<file path="config.mk">
export PLATFORM = sky130hd
export DESIGN_NAME = dns_message_field_parser_core
export DESIGN_NICKNAME = d
export VERILOG_FILES = /design/src/rtl/core/dmfp_pkg.sv /design/src/rtl/core/dmfp_front.sv /design/src/rtl/core/dmfp_queue.sv /design/src/rtl/core/dmfp_back.sv /design/src/rtl/core/dns_message_field_parser_core.sv
export SDC_FILE = /design/constraint.sdc
export NUM_CORES = 1
export LEC_CHECK = 0
export BUFFER_PORTS_ARGS = -buffer_cell sky130_fd_sc_hd__buf_2
export CORE_MARGIN = 2
export CORE_UTILIZATION = 60
export CTS_CLUSTER_SIZE = 8
export DETAILED_ROUTE_END_ITERATION = 8
export GPL_TIMING_DRIVEN = 0
export PLACE_DENSITY = 0.81
export SYNTH_ARGS = -nofsm -noshare
export SYNTH_HDL_FRONTEND = slang
export SYNTH_SLANG_ARGS = --single-unit
</file>
<file path="constraint.sdc">
create_clock -name clock -period 6 [get_ports clock]
set_clock_uncertainty 0.15 [all_clocks]
set_input_delay 0.6 -clock clock [delete_from_list [all_inputs] [get_ports clock]]
set_output_delay 0.6 -clock clock [all_outputs]
set_load 0.005 [all_outputs]
</file>
<file path="src/rtl/core/dmfp_pkg.sv">
// shared types and constants of the dns message field parser
// no dependencies; used by the front, queue, back and top modules
`default_nettype none

package dmfp_pkg;

   // field kind codes on the result channel
   localparam logic [4:0] KIND_ID        = 5'd0;
   localparam logic [4:0] KIND_QR        = 5'd1;
   localparam logic [4:0] KIND_OPCODE    = 5'd2;
   localparam logic [4:0] KIND_AA        = 5'd3;
   localparam logic [4:0] KIND_TC        = 5'd4;
   localparam logic [4:0] KIND_RD        = 5'd5;
   localparam logic [4:0] KIND_RA        = 5'd6;
   localparam logic [4:0] KIND_Z         = 5'd7;
   localparam logic [4:0] KIND_RCODE     = 5'd8;
   localparam logic [4:0] KIND_QDCOUNT   = 5'd9;
   localparam logic [4:0] KIND_ANCOUNT   = 5'd10;
   localparam logic [4:0] KIND_NSCOUNT   = 5'd11;
   localparam logic [4:0] KIND_ARCOUNT   = 5'd12;
   localparam logic [4:0] KIND_NAME_CHAR = 5'd13;
   localparam logic [4:0] KIND_QTYPE     = 5'd14;
   localparam logic [4:0] KIND_QCLASS    = 5'd15;
   localparam logic [4:0] KIND_ANAME     = 5'd16;
   localparam logic [4:0] KIND_ATYPE     = 5'd17;
   localparam logic [4:0] KIND_ACLASS    = 5'd18;
   localparam logic [4:0] KIND_TTL       = 5'd19;
   localparam logic [4:0] KIND_RDLENGTH  = 5'd20;
   localparam logic [4:0] KIND_RDATA     = 5'd21;

   localparam logic [7:0] DOT_CHAR = 8'h2E;

   // how the back end expands one queued entry
   typedef enum logic [1:0] {
      OP_SINGLE,
      OP_FLAGS1,
      OP_FLAGS2
   } op_type;

   localparam logic [2:0] FLAGS1_LAST_SUB = 3'd4;
   localparam logic [2:0] FLAGS2_LAST_SUB = 3'd2;

   typedef struct packed {
      op_type      op;
      logic [4:0]  kind;
      logic [31:0] value;
      logic        done;
   } entry_type;

endpackage

`default_nettype wire

</file>
<file path="src/rtl/core/dmfp_front.sv">
// front end: per-byte parse state machine that classifies each byte
// into at most one queue entry; depends on dmfp_pkg
`default_nettype none

module dmfp_front (
   input  wire logic               clock,
   input  wire logic               reset,
   input  wire logic               accept,
   input  wire logic [7:0]         data_byte,
   input  wire logic               start_of_message,
   output logic                    entry_valid,
   output dmfp_pkg::entry_type     entry
);

   typedef enum logic [4:0] {
      PH_ID      = 5'd0,
      PH_FLAGS1  = 5'd1,
      PH_FLAGS2  = 5'd2,
      PH_QDCOUNT = 5'd3,
      PH_ANCOUNT = 5'd4,
      PH_NSCOUNT = 5'd5,
      PH_ARCOUNT = 5'd6,
      PH_QNAME   = 5'd7,
      PH_QTYPE   = 5'd8,
      PH_QCLASS  = 5'd9,
      PH_ANAME   = 5'd10,
      PH_ATYPE   = 5'd11,
      PH_ACLASS  = 5'd12,
      PH_TTL     = 5'd13,
      PH_RDLEN   = 5'd14,
      PH_RDATA   = 5'd15,
      PH_DONE    = 5'd16
   } phase_type;

   phase_type   phase_ff, phase_in, ph;
   logic [1:0]  idx_ff, idx_in, idx;
   logic [23:0] part_ff, part_in, part;
   logic [7:0]  label_ff, label_in, label;
   logic        dot_ff, dot_in, dot;
   logic [15:0] ancount_ff, ancount_in, ancount;
   logic [15:0] rdrem_ff, rdrem_in, rdrem;

   logic [31:0] acc;
   logic [2:0]  need;
   logic        complete;
   logic        multi;
   logic [15:0] rdrem_dec;

   always_comb begin
      // a start byte sees the reset state
      ph      = start_of_message ? PH_ID : phase_ff;
      idx     = start_of_message ? 2'd0 : idx_ff;
      part    = start_of_message ? 24'd0 : part_ff;
      label   = start_of_message ? 8'd0 : label_ff;
      dot     = start_of_message ? 1'b0 : dot_ff;
      ancount = start_of_message ? 16'd0 : ancount_ff;
      rdrem   = start_of_message ? 16'd0 : rdrem_ff;

      acc       = {part, data_byte};
      need      = (ph == PH_TTL) ? 3'd4 : 3'd2;
      complete  = ({1'b0, idx} + 3'd1) >= need;
      rdrem_dec = rdrem - 16'd1;

      phase_in   = ph;
      idx_in     = idx;
      part_in    = part;
      label_in   = label;
      dot_in     = dot;
      ancount_in = ancount;
      rdrem_in   = rdrem;

      entry_valid = 1'b0;
      entry.op    = dmfp_pkg::OP_SINGLE;
      entry.kind  = dmfp_pkg::KIND_ID;
      entry.value = acc;
      entry.done  = 1'b0;

      case (ph)
         PH_ID, PH_QDCOUNT, PH_ANCOUNT, PH_NSCOUNT, PH_ARCOUNT, PH_QTYPE,
         PH_QCLASS, PH_ANAME, PH_ATYPE, PH_ACLASS, PH_TTL, PH_RDLEN: multi = 1'b1;
         default: multi = 1'b0;
      endcase

      // big-endian accumulation of multi-byte fields
      if (multi) begin
         if (complete) begin
            idx_in  = 2'd0;
            part_in = 24'd0;
         end else begin
            idx_in  = idx + 2'd1;
            part_in = acc[23:0];
         end
      end

      case (ph)
         PH_ID: begin
            entry.kind = dmfp_pkg::KIND_ID;
            if (complete) begin
               entry_valid = 1'b1;
               phase_in    = PH_FLAGS1;
            end
         end
         PH_FLAGS1: begin
            entry_valid = 1'b1;
            entry.op    = dmfp_pkg::OP_FLAGS1;
            entry.kind  = dmfp_pkg::KIND_QR;
            phase_in    = PH_FLAGS2;
         end
         PH_FLAGS2: begin
            entry_valid = 1'b1;
            entry.op    = dmfp_pkg::OP_FLAGS2;
            entry.kind  = dmfp_pkg::KIND_RA;
            phase_in    = PH_QDCOUNT;
         end
         PH_QDCOUNT: begin
            entry.kind = dmfp_pkg::KIND_QDCOUNT;
            if (complete) begin
               entry_valid = 1'b1;
               phase_in    = PH_ANCOUNT;
            end
         end
         PH_ANCOUNT: begin
            entry.kind = dmfp_pkg::KIND_ANCOUNT;
            if (complete) begin
               entry_valid = 1'b1;
               ancount_in  = acc[15:0];
               phase_in    = PH_NSCOUNT;
            end
         end
         PH_NSCOUNT: begin
            entry.kind = dmfp_pkg::KIND_NSCOUNT;
            if (complete) begin
               entry_valid = 1'b1;
               phase_in    = PH_ARCOUNT;
            end
         end
         PH_ARCOUNT: begin
            entry.kind = dmfp_pkg::KIND_ARCOUNT;
            if (complete) begin
               entry_valid = 1'b1;
               label_in    = 8'd0;
               dot_in      = 1'b0;
               phase_in    = PH_QNAME;
            end
         end
         PH_QNAME: begin
            entry.kind = dmfp_pkg::KIND_NAME_CHAR;
            if (label == 8'd0) begin
               if (data_byte == 8'd0) begin
                  // end of name, no result
                  dot_in   = 1'b0;
                  phase_in = PH_QTYPE;
               end else begin
                  label_in = data_byte;
                  if (dot) begin
                     entry_valid = 1'b1;
                     entry.value = {24'd0, dmfp_pkg::DOT_CHAR};
                     dot_in      = 1'b0;
                  end
               end
            end else begin
               entry_valid = 1'b1;
               entry.value = {24'd0, data_byte};
               dot_in      = 1'b1;
               label_in    = label - 8'd1;
            end
         end
         PH_QTYPE: begin
            entry.kind = dmfp_pkg::KIND_QTYPE;
            if (complete) begin
               entry_valid = 1'b1;
               phase_in    = PH_QCLASS;
            end
         end
         PH_QCLASS: begin
            entry.kind = dmfp_pkg::KIND_QCLASS;
            entry.done = (ancount == 16'd0);
            if (complete) begin
               entry_valid = 1'b1;
               phase_in    = (ancount == 16'd0) ? PH_DONE : PH_ANAME;
            end
         end
         PH_ANAME: begin
            entry.kind = dmfp_pkg::KIND_ANAME;
            if (complete) begin
               entry_valid = 1'b1;
               phase_in    = PH_ATYPE;
            end
         end
         PH_ATYPE: begin
            entry.kind = dmfp_pkg::KIND_ATYPE;
            if (complete) begin
               entry_valid = 1'b1;
               phase_in    = PH_ACLASS;
            end
         end
         PH_ACLASS: begin
            entry.kind = dmfp_pkg::KIND_ACLASS;
            if (complete) begin
               entry_valid = 1'b1;
               phase_in    = PH_TTL;
            end
         end
         PH_TTL: begin
            entry.kind = dmfp_pkg::KIND_TTL;
            if (complete) begin
               entry_valid = 1'b1;
               phase_in    = PH_RDLEN;
            end
         end
         PH_RDLEN: begin
            entry.kind = dmfp_pkg::KIND_RDLENGTH;
            entry.done = (acc[15:0] == 16'd0);
            if (complete) begin
               entry_valid = 1'b1;
               rdrem_in    = acc[15:0];
               phase_in    = (acc[15:0] == 16'd0) ? PH_DONE : PH_RDATA;
            end
         end
         PH_RDATA: begin
            entry_valid = 1'b1;
            entry.kind  = dmfp_pkg::KIND_RDATA;
            entry.value = {24'd0, data_byte};
            entry.done  = (rdrem_dec == 16'd0);
            rdrem_in    = rdrem_dec;
            if (rdrem_dec == 16'd0) begin
               phase_in = PH_DONE;
            end
         end
         default: begin
            phase_in = PH_DONE;
         end
      endcase
   end

   always_ff @(posedge clock) begin
      if (reset) begin
         phase_ff   <= PH_ID;
         idx_ff     <= 2'd0;
         part_ff    <= 24'd0;
         label_ff   <= 8'd0;
         dot_ff     <= 1'b0;
         ancount_ff <= 16'd0;
         rdrem_ff   <= 16'd0;
      end else if (accept) begin
         phase_ff   <= phase_in;
         idx_ff     <= idx_in;
         part_ff    <= part_in;
         label_ff   <= label_in;
         dot_ff     <= dot_in;
         ancount_ff <= ancount_in;
         rdrem_ff   <= rdrem_in;
      end
   end

endmodule

`default_nettype wire

</file>
<file path="src/rtl/core/dmfp_queue.sv">
// short entry queue between the front and back ends
// depends on dmfp_pkg for the entry type
`default_nettype none

module dmfp_queue #(
   parameter int DEPTH = 4
) (
   input  wire logic                clock,
   input  wire logic                reset,
   input  wire logic                wr_en,
   input  wire dmfp_pkg::entry_type wr_entry,
   output logic                     full,
   input  wire logic                rd_en,
   output dmfp_pkg::entry_type      rd_entry,
   output logic                     not_empty
);

   localparam int AW = $clog2(DEPTH);
   localparam int CW = $clog2(DEPTH + 1);
   localparam logic [AW-1:0] LAST_PTR = AW'(DEPTH - 1);
   localparam logic [CW-1:0] FULL_COUNT = CW'(DEPTH);

   dmfp_pkg::entry_type slot_ff [DEPTH];
   logic [AW-1:0] wr_ptr_ff, wr_ptr_in;
   logic [AW-1:0] rd_ptr_ff, rd_ptr_in;
   logic [CW-1:0] count_ff, count_in;

   assign full      = (count_ff == FULL_COUNT);
   assign not_empty = (count_ff != '0);
   assign rd_entry  = slot_ff[rd_ptr_ff];

   always_comb begin
      wr_ptr_in = wr_en ? ((wr_ptr_ff == LAST_PTR) ? '0 : wr_ptr_ff + 1'b1) : wr_ptr_ff;
      rd_ptr_in = rd_en ? ((rd_ptr_ff == LAST_PTR) ? '0 : rd_ptr_ff + 1'b1) : rd_ptr_ff;
      count_in  = count_ff;
      if (wr_en && !rd_en) begin
         count_in = count_ff + 1'b1;
      end else if (rd_en && !wr_en) begin
         count_in = count_ff - 1'b1;
      end
   end

   always_ff @(posedge clock) begin
      if (wr_en) begin
         slot_ff[wr_ptr_ff] <= wr_entry;
      end
   end

   always_ff @(posedge clock) begin
      if (reset) begin
         wr_ptr_ff <= '0;
         rd_ptr_ff <= '0;
         count_ff  <= '0;
      end else begin
         wr_ptr_ff <= wr_ptr_in;
         rd_ptr_ff <= rd_ptr_in;
         count_ff  <= count_in;
      end
   end

endmodule

`default_nettype wire

</file>
<file path="src/rtl/core/dmfp_back.sv">
// back end: expands queued entries into results, one per cycle into the
// output register while it is empty or popped; depends on dmfp_pkg
`default_nettype none

module dmfp_back (
   input  wire logic                clock,
   input  wire logic                reset,
   input  wire logic                q_valid,
   input  wire dmfp_pkg::entry_type q_entry,
   output logic                     q_pop,
   output logic                     out_valid,
   input  wire logic                out_pop,
   output logic [4:0]               out_kind,
   output logic [31:0]              out_value,
   output logic                     out_run_end,
   output logic                     out_done
);

   logic        valid_ff, valid_in;
   logic [2:0]  sub_ff, sub_in;
   logic [4:0]  kind_ff, kind_in;
   logic [31:0] value_ff, value_in;
   logic        run_end_ff;
   logic        done_ff;
   logic        load;
   logic        last;
   logic [2:0]  last_sub;
   logic [7:0]  fb;

   always_comb begin
      fb = q_entry.value[7:0];
      case (q_entry.op)
         dmfp_pkg::OP_FLAGS1: last_sub = dmfp_pkg::FLAGS1_LAST_SUB;
         dmfp_pkg::OP_FLAGS2: last_sub = dmfp_pkg::FLAGS2_LAST_SUB;
         default:             last_sub = 3'd0;
      endcase
      last = (sub_ff == last_sub);
      load = q_valid && (!valid_ff || out_pop);

      kind_in  = q_entry.kind;
      value_in = q_entry.value;
      case (q_entry.op)
         dmfp_pkg::OP_FLAGS1: begin
            case (sub_ff)
               3'd0: begin
                  kind_in  = dmfp_pkg::KIND_QR;
                  value_in = {31'd0, fb[7]};
               end
               3'd1: begin
                  kind_in  = dmfp_pkg::KIND_OPCODE;
                  value_in = {28'd0, fb[6:3]};
               end
               3'd2: begin
                  kind_in  = dmfp_pkg::KIND_AA;
                  value_in = {31'd0, fb[2]};
               end
               3'd3: begin
                  kind_in  = dmfp_pkg::KIND_TC;
                  value_in = {31'd0, fb[1]};
               end
               default: begin
                  kind_in  = dmfp_pkg::KIND_RD;
                  value_in = {31'd0, fb[0]};
               end
            endcase
         end
         dmfp_pkg::OP_FLAGS2: begin
            case (sub_ff)
               3'd0: begin
                  kind_in  = dmfp_pkg::KIND_RA;
                  value_in = {31'd0, fb[7]};
               end
               3'd1: begin
                  kind_in  = dmfp_pkg::KIND_Z;
                  value_in = {29'd0, fb[6:4]};
               end
               default: begin
                  kind_in  = dmfp_pkg::KIND_RCODE;
                  value_in = {28'd0, fb[3:0]};
               end
            endcase
         end
         default: begin
            kind_in  = q_entry.kind;
            value_in = q_entry.value;
         end
      endcase

      if (load) begin
         valid_in = 1'b1;
         sub_in   = last ? 3'd0 : sub_ff + 3'd1;
      end else begin
         valid_in = valid_ff && !out_pop;
         sub_in   = sub_ff;
      end
   end

   assign q_pop       = load && last;
   assign out_valid   = valid_ff;
   assign out_kind    = kind_ff;
   assign out_value   = value_ff;
   assign out_run_end = run_end_ff;
   assign out_done    = done_ff;

   always_ff @(posedge clock) begin
      if (reset) begin
         valid_ff <= 1'b0;
         sub_ff   <= 3'd0;
      end else begin
         valid_ff <= valid_in;
         sub_ff   <= sub_in;
      end
   end

   always_ff @(posedge clock) begin
      if (load) begin
         kind_ff    <= kind_in;
         value_ff   <= value_in;
         run_end_ff <= last;
         done_ff    <= q_entry.done && last;
      end
   end

   // sub-result counter stays within the widest expansion
   a_sub_range: assert property (@(posedge clock) disable iff (reset)
      sub_ff <= dmfp_pkg::FLAGS1_LAST_SUB)
      else $error("sub-result counter out of range");

   // a partly expanded entry keeps its queue slot
   a_sub_holds_entry: assert property (@(posedge clock) disable iff (reset)
      (sub_ff != 3'd0) |-> q_valid)
      else $error("partly expanded entry left the queue");

   // a waiting result is never dropped without a pop
   a_no_drop: assert property (@(posedge clock) disable iff (reset)
      (valid_ff && !out_pop) |=> valid_ff)
      else $error("result dropped without pop");

   // the queue is popped only on the final result of an entry
   a_pop_on_last: assert property (@(posedge clock) disable iff (reset)
      q_pop |=> (valid_ff && run_end_ff))
      else $error("queue popped before last result");

endmodule

`default_nettype wire

</file>
<file path="src/rtl/core/dns_message_field_parser_core.sv">
// top level of the dns message field parser: front parser, entry queue
// and result expander; depends on dmfp_pkg, dmfp_front, dmfp_queue, dmfp_back
//
// usage
//  - request side is a queue: drive req_data_byte and req_start_of_message
//    with req_push; an item is taken on a clock edge with req_push high and
//    req_full low. req_start_of_message restarts the parse on that byte
//  - result side is a queue: while rsp_empty is low the oldest result sits
//    on rsp_field_kind, rsp_field_value, rsp_run_end and rsp_message_done;
//    it is taken on an edge with rsp_pop high
//  - the front parser takes one byte per cycle while req_full is low and
//    turns it into at most one queue entry; the back end expands an entry
//    into one to five results, one result per cycle into the output register
//    while that register is empty or popped. A byte's entry is written to the
//    entry queue as the byte is taken and is then loaded into the output register
//  - throughput: one byte per cycle, bounded by the result side at one
//    result per cycle; the first flags byte gives five results and the
//    second three
//  - a stalled receiver holds the output register; the entry queue
//    (QUEUE_DEPTH entries) fills and then raises req_full
//  - reset returns the parser to the id phase and empties the queue and
//    output register
`default_nettype none

module dns_message_field_parser_core #(
   parameter int QUEUE_DEPTH = 4
) (
   input  wire logic        clock,
   input  wire logic        reset,
   input  wire logic        req_push,
   output logic             req_full,
   input  wire logic [7:0]  req_data_byte,
   input  wire logic        req_start_of_message,
   output logic             rsp_empty,
   input  wire logic        rsp_pop,
   output logic [4:0]       rsp_field_kind,
   output logic [31:0]      rsp_field_value,
   output logic             rsp_run_end,
   output logic             rsp_message_done
);

   logic                req_accept;
   logic                entry_valid;
   dmfp_pkg::entry_type entry;
   logic                q_full;
   logic                q_pop;
   logic                q_not_empty;
   dmfp_pkg::entry_type q_entry;
   logic                out_valid;

   assign req_full   = q_full;
   assign req_accept = req_push && !q_full;
   assign rsp_empty  = !out_valid;

   // byte classification and parse state
   dmfp_front u_front (
      .clock            (clock),
      .reset            (reset),
      .accept           (req_accept),
      .data_byte        (req_data_byte),
      .start_of_message (req_start_of_message),
      .entry_valid      (entry_valid),
      .entry            (entry)
   );

   // decouples the parser from a stalled or busy back end
   dmfp_queue #(
      .DEPTH (QUEUE_DEPTH)
   ) u_queue (
      .clock     (clock),
      .reset     (reset),
      .wr_en     (req_accept && entry_valid),
      .wr_entry  (entry),
      .full      (q_full),
      .rd_en     (q_pop),
      .rd_entry  (q_entry),
      .not_empty (q_not_empty)
   );

   // result expansion and output register
   dmfp_back u_back (
      .clock       (clock),
      .reset       (reset),
      .q_valid     (q_not_empty),
      .q_entry     (q_entry),
      .q_pop       (q_pop),
      .out_valid   (out_valid),
      .out_pop     (rsp_pop),
      .out_kind    (rsp_field_kind),
      .out_value   (rsp_field_value),
      .out_run_end (rsp_run_end),
      .out_done    (rsp_message_done)
   );

endmodule

`default_nettype wire

</file>
==> results of run 1 <==
==> layer usage <==
| metal | GRT usage | vias to the layer above | share of wire |
|---|---|---|---|
| li1 | - | 4123 | - |
| met4 | 0.133 | 0 | 0.044 |
| met3 | 0.0546 | 116 | 0.081 |
| met1 | 0.386 | 4591 | 0.38 |
| met2 | 0.504 | 550 | 0.49 |
| met5 | 0 | - | 0 |
==> logic make-up after synthesis <==
group | Yosys count | synth area share
AOI/OAI and AO/OA | 221 | 0.118
xor gates and xnor gates | 11 | 0.00755
muxes | 49 | 0.0777
DFF | 284 | 0.602
buffers and inverters | 96 | 0.0299
adders and majority gates | 24 | 0.0247
and+or+nand+nor | 355 | 0.140
==> worst max-delay path by stage <==
stage                          from                                to  slack, ns  cells past startpoint
5_1_grt        req_start_of_message  u_queue.count_ff[2]$_SDFFE_PP0P_       0.31                     18
6_report       req_start_of_message  u_queue.count_ff[2]$_SDFFE_PP0P_       0.63                     18
3_5_place_dp   req_start_of_message  u_queue.count_ff[2]$_SDFFE_PP0P_       0.33                     17
3_3_place_gp   req_start_of_message  u_queue.slot_ff[1][22]$_DFFE_PP_      -0.52                     12
4_1_cts                        flop  u_queue.count_ff[2]$_SDFFE_PP0P_       0.72                     15
2_1_floorplan  req_start_of_message   u_queue.slot_ff[0][0]$_DFFE_PP_       1.32                     12
==> stage by stage <==
stage               area, µm²  std cells  utilization
detailed placement      13500       1371        0.642
finish                  14700       1444        0.699
CTS                     14700       1444        0.699
global route            14700       1444        0.699
floorplan               12800       1040            -
global placement        13400       1367        0.638
==> critical path: stages <==
cell and delay, ns:
clkbuf_1 0.30, clkbuf_1 0.56, clkbuf_1 0.59, nor2_1 0.26, inv_1 0.19, ha_1 0.22
clkbuf_1 0.39, and2_1 0.32, fa_1 0.28, clkbuf_1 0.39, nor2_1 0.12, o31a_1 0.40
ha_1 0.25, inv_1 0.08, fa_1 0.17, xor2_1 0.07, or3_1 0.30, a21oi_1 0.15
==> power breakdown <==
part / switching, µW / leakage (µW) / internal, µW
logic: 688 / 0.00203 / 437
registers: 108 / 0.00255 / 2400
clock network: 843 / 0.000567 / 1280
==> layout make-up <==
type                            instances  share of cell area
Clock buffer                           69              0.0772
Sequential cell                       284               0.524
Buffer                                 69              0.0191
Tap cell                              275              0.0235
Timing Repair Buffer                   56              0.0232
Multi-Input combinational cell        660               0.321
Inverter                               27             0.00692
Clock inverter                          4             0.00461
==> flip-flops by register name, summed over array words and instances (netlist names), 2 cells and up, named ones only <==
register	count
u_front.ancount_ff	16
u_back.sub_ff	3
u_queue.rd_ptr_ff	2
u_back.out_value	32
u_back.out_kind	5
u_front.rdrem_ff	16
u_queue.count_ff	3
u_queue.wr_ptr_ff	2
u_front.part_ff	24
u_front.label_ff	8
u_queue.slot_ff	160
u_front.idx_ff	2
u_front.phase_ff	5
==> Yosys cell counts, types with 5 or more instances <==
cell	number	share of area
o21ai_0	36	0.014
and2_1	69	0.034
nand3_1	12	0.0047
nor2b_1	10	0.0049
nor2_1	124	0.036
mux2i_1	8	0.0063
nand2_1	48	0.014
a21o_1	9	0.0053
clkbuf_1	58	0.017
a32oi_1	6	0.0041
inv_1	27	0.0079
a31oi_1	9	0.0044
nor4_1	13	0.0064
nor3_1	32	0.013
or3_1	7	0.0034
o21a_1	5	0.0029
a22oi_1	58	0.034
dfxtp_1	85	0.13
a21oi_1	38	0.015
edfxtp_1	199	0.47
ha_1	22	0.022
xor2_1	6	0.0041
mux4_2	40	0.071
xnor2_1	5	0.0034
o221ai_1	5	0.0034
nand2b_1	11	0.0054
nand4_1	5	0.0025
buf_1	6	0.0018
o211ai_1	7	0.0041
and3_1	5	0.0025
o31ai_1	7	0.0041
==> out/qor.yml, run 1 <==
synth.cell_area_um2: 12800
start_util: 0.609
leakage_uw: 0.00515
final_layout_size_suffix_gt1_frac: 0.135
grt_overflow: 0
seq_area_frac_synth: 0.602
drc: 0
post_cts_resized: 0
dr.pass1.iters: 5
syn_area_per_cell_um2: 12.3
critPathKind: "in -> reg"
dieHeight_um: 150
tightest_slew_ns: 1.19
dp_hpwl_mm: 21.1
status: "finished clean"
drv_slew: 0
dieArea_um2: 22500
final_common_cell: "edfxtp_1"
design.core.area_um2: 21000
core.rowCount: 53
cts_max_level: 2
cts.clk_slew.worst_paths_ns: 0.05
cts_buffers: 41
peakVddDrop_v: 0.000243
dp_slack_ns: 0.327
fp.dieW_um: 150
min_path_type: "in -> reg"
whs_endpoint: "u_back.out_valid$_SDFF_PP0_"
grt_pass1_vias: 9242
regArea_um2: 7680
synth-async-reset-ratio: 0
synth_edf_count: 199
crit_required_ns: 6.29
cts_tree: "yes"
fill_cells: 1462
cap_violations: 0
root_buffer: "clkbuf_16"
yosys.cell_types.count: 66
fmaxAchievable_ghz: 0.186
cts_setup_buffers: 0
wl_per_cell_um: 22.9
grt_usage: 0.301
drtIter0Drc: 1010
p_per_area_nw_per_um2: 393
worstSetupEndpointType: "flop"
hold_buffers: 0
rr_endpoint: "u_queue.count_ff[2]$_SDFFE_PP0P_"
synth.ff_latch_count: 284
grt_max_degree: 42
final_hold_viol_count: 0
routed_wl_mm: 33.1
cp_max_fo: 10
multiInputGateArea_um2: 4710
vias: 9380
io_buffer_count: 52
place.gp.congestion: 1.01
ys_warn_count: 0
cp.arrival_ns: 5.66
hold_start: "rsp_pop"
detail-route-antenna-nets: 0
fin_ws_ns: 0.626
pin_count: 54
reg2reg_slack_ns: 0.81
setup_violations: 0
final_cell_mix: "edfxtp_1 (199), nor2_1 (124), clkbuf_1 (86), dfxtp_1 (85), and2_1 (65)"
cts_buffer_depth: 3
viasPerCell: 6.50
r2r_cells: 15
rsz0062_at_grt: "false"
whs_ns: 0.219
synthToLayoutAreaGrowth_pct: 14.8
n_antenna_cell: 0
min_period_ns: 5.37
netlist_instances: 1040
grt_pass1_wl_mm: 51.4
holdPathStages: 4
clock_sinks: 284
syn_nets: 1077
antenna_found_initial: 0
nNetsFinal: 1176
clk_latency_ns: 0.54
power_uw: 5760
post-route-period-util: 0.896
fin_tns_setup_ns: 0
slew_headroom: 0.204
synth_flop_cell: "edfxtp_1"
cp-start-kind: "input pin"
(Power assumes the default switching activity.)
==> run 2, diff against run 1 <==
--- a/config.mk
+++ b/config.mk
@@ -11,7 +11,7 @@
 export CTS_CLUSTER_SIZE = 8
 export DETAILED_ROUTE_END_ITERATION = 8
 export GPL_TIMING_DRIVEN = 0
-export PLACE_DENSITY = 0.81
+export PLACE_DENSITY = 0.75
 export SYNTH_ARGS = -nofsm -noshare
 export SYNTH_HDL_FRONTEND = slang
 export SYNTH_SLANG_ARGS = --single-unit
==> out/qor.yml, run 2 (synthesis results as in run 1) <==
status: "finished clean"
drc: 0  # unchanged
root_buffer: "clkbuf_16"
clk_latency_ns: 0.54  # about the same
cts_setup_buffers: 0  # unchanged
critPathKind: "reg -> reg"
leakage_uw: 0.00516  # +0.34%
cts_buffer_depth: 3  # unchanged
final_hold_viol_count: 0  # unchanged
detail-route-antenna-nets: 0  # unchanged
cp_max_fo: 10  # unchanged
tightest_slew_ns: 1.27  # +0.0864 ns
largest_reg_flops: 160  # unchanged
pin_count: 54  # unchanged
peakVddDrop_v: 0.000219  # -10%
cp_top_family: "buffers and inverters"
p_per_area_nw_per_um2: 393  # +0.13%
rsz0062_at_grt: "false"
cp.arrival_ns: 5.70  # +0.04 ns
grt_pass1_wl_mm: 50.9  # -0.90%
dp_slack_ns: 0.244  # -0.0832 ns
cp-start-kind: "flop"
worstSetupEndpointType: "flop"
hold_buffers: 0  # unchanged
wl_per_cell_um: 22.9  # about the same
dp_hpwl_mm: 21.6  # +2.4%
grt_overflow: 0  # unchanged
largest_register: "u_queue.slot_ff"
drv_slew: 0  # unchanged
drtIter0Drc: 919  # -9.0%
cts.clk_slew.worst_paths_ns: 0.05  # about the same
fp.dieW_um: 150  # unchanged
final_cell_mix: "edfxtp_1 (199), nor2_1 (124), clkbuf_1 (88), dfxtp_1 (85), and2_1 (65)"
fin_tns_setup_ns: 0  # unchanged
clock_sinks: 284  # unchanged
grt_usage: 0.302  # +0.000712
synthToLayoutAreaGrowth_pct: 14.9
crit_required_ns: 6.30  # about the same
cts_max_level: 2  # unchanged
nNetsFinal: 1176  # unchanged
io_buffer_count: 52  # unchanged
design.core.area_um2: 21000  # unchanged
antenna_found_initial: 0  # unchanged
final_common_cell: "edfxtp_1"
n_antenna_cell: 0  # unchanged
final_core_util: 0.700  # +0.000836
slowest_stage: "buf_1"
viasPerCell: 6.40  # -1.4%
dr.pass1.iters: 7  # +2
final_layout_size_suffix_gt1_frac: 0.135  # -0.000231
routed_wl_mm: 33.1  # +0.20%
cts_buffers: 41  # unchanged
setup_violations: 0  # unchanged
slew_headroom: 0.141  # -0.0631
fmaxAchievable_ghz: 0.185  # -0.61%
core.rowCount: 53  # unchanged
place.gp.congestion: 0.996  # -1.2%
post-route-period-util: 0.901  # +0.00551
grt_max_degree: 42  # unchanged
vias: 9257  # -1.3%
cts_tree: "yes"
grt_pass1_vias: 8848  # -4.3%
whs_ns: 0.192  # -0.0269 ns
path_buf_inv: 4  # -3
fin_ws_ns: 0.593  # -0.0331 ns
start_util: 0.609  # unchanged
post_cts_resized: 0  # unchanged
crit_chain: "clkbuf_1 > clkbuf_1 > buf_1 > mux4_2 > ha_1 > xor2_1 > nor3_1 > nand2_1 > ha_1 > inv_1 > fa_1 > xor2_1 > or3_1 > a21oi_1"
max_stage_delay_ns: 0.77  # +0.18 ns
min_period_ns: 5.41  # +0.0331 ns
dieArea_um2: 22500  # unchanged
cap_violations: 0  # unchanged
dieHeight_um: 150  # unchanged
min_path_type: "in -> reg"
## run 2: worst paths after layout
path | from | endpoint | slack (ns) | depth (start not counted)
min reg2reg | u_back.out_valid$_SDFF_PP0_ | u_back.out_valid$_SDFF_PP0_ | 0.32 | 2
max | flop | u_queue.count_ff[2]$_SDFFE_PP0P_ | 0.59 | 14
max reg2reg | flop | u_queue.count_ff[2]$_SDFFE_PP0P_ | 0.59 | 14
min | rsp_pop | u_back.out_valid$_SDFF_PP0_ | 0.19 | 4
## run 2: routing by layer
| metal | track usage | vias up | share of wire |
|---|---|---|---|
| met5 | 0 | - | 0 |
| met4 | 0.132 | 0 | 0.045 |
| met3 | 0.0680 | 116 | 0.096 |
| met2 | 0.478 | 521 | 0.47 |
| met1 | 0.403 | 4474 | 0.39 |
| li1 | - | 4146 | - |
## run 2: area by class of cell
class,instances,area [µm²]
plain buffers,69,280
clock buffers,73,1180
clock inverters,2,38.8
fillers,1453,6290
inverters,27,101
multi-input cells,660,4710
flip-flops and latches,284,7680
well taps,275,344
repair buffers,56,340
## run 2: per-stage QoR
step	power, µW	instances	instance area [µm²]
6_report	5770	1446	14700
3_3_place_gp	3600	1367	13400
5_1_grt	6030	1446	14700
3_5_place_dp	3640	1371	13500
4_1_cts	5800	1446	14700
2_1_floorplan	3220	1040	12800
## run 2: where the power goes
part | leakage [µW] | internal [µW] | switching [µW]
logic | 0.00203 | 436 | 684
clock network | 0.000576 | 1320 | 826
registers | 0.00256 | 2400 | 106
## run 2: worst reg2reg max path, delay by kind of cell (launching register included)
family | cells | cell delay (ns)
and+or+nand+nor | 3 | 1.32
DFF | 1 | 0.30
xor gates and xnor gates | 2 | 0.24
muxes | 1 | 0.64
buffers and inverters | 4 | 1.75
AOI/OAI and AO/OA | 1 | 0.15
adders and majority gates | 3 | 0.78
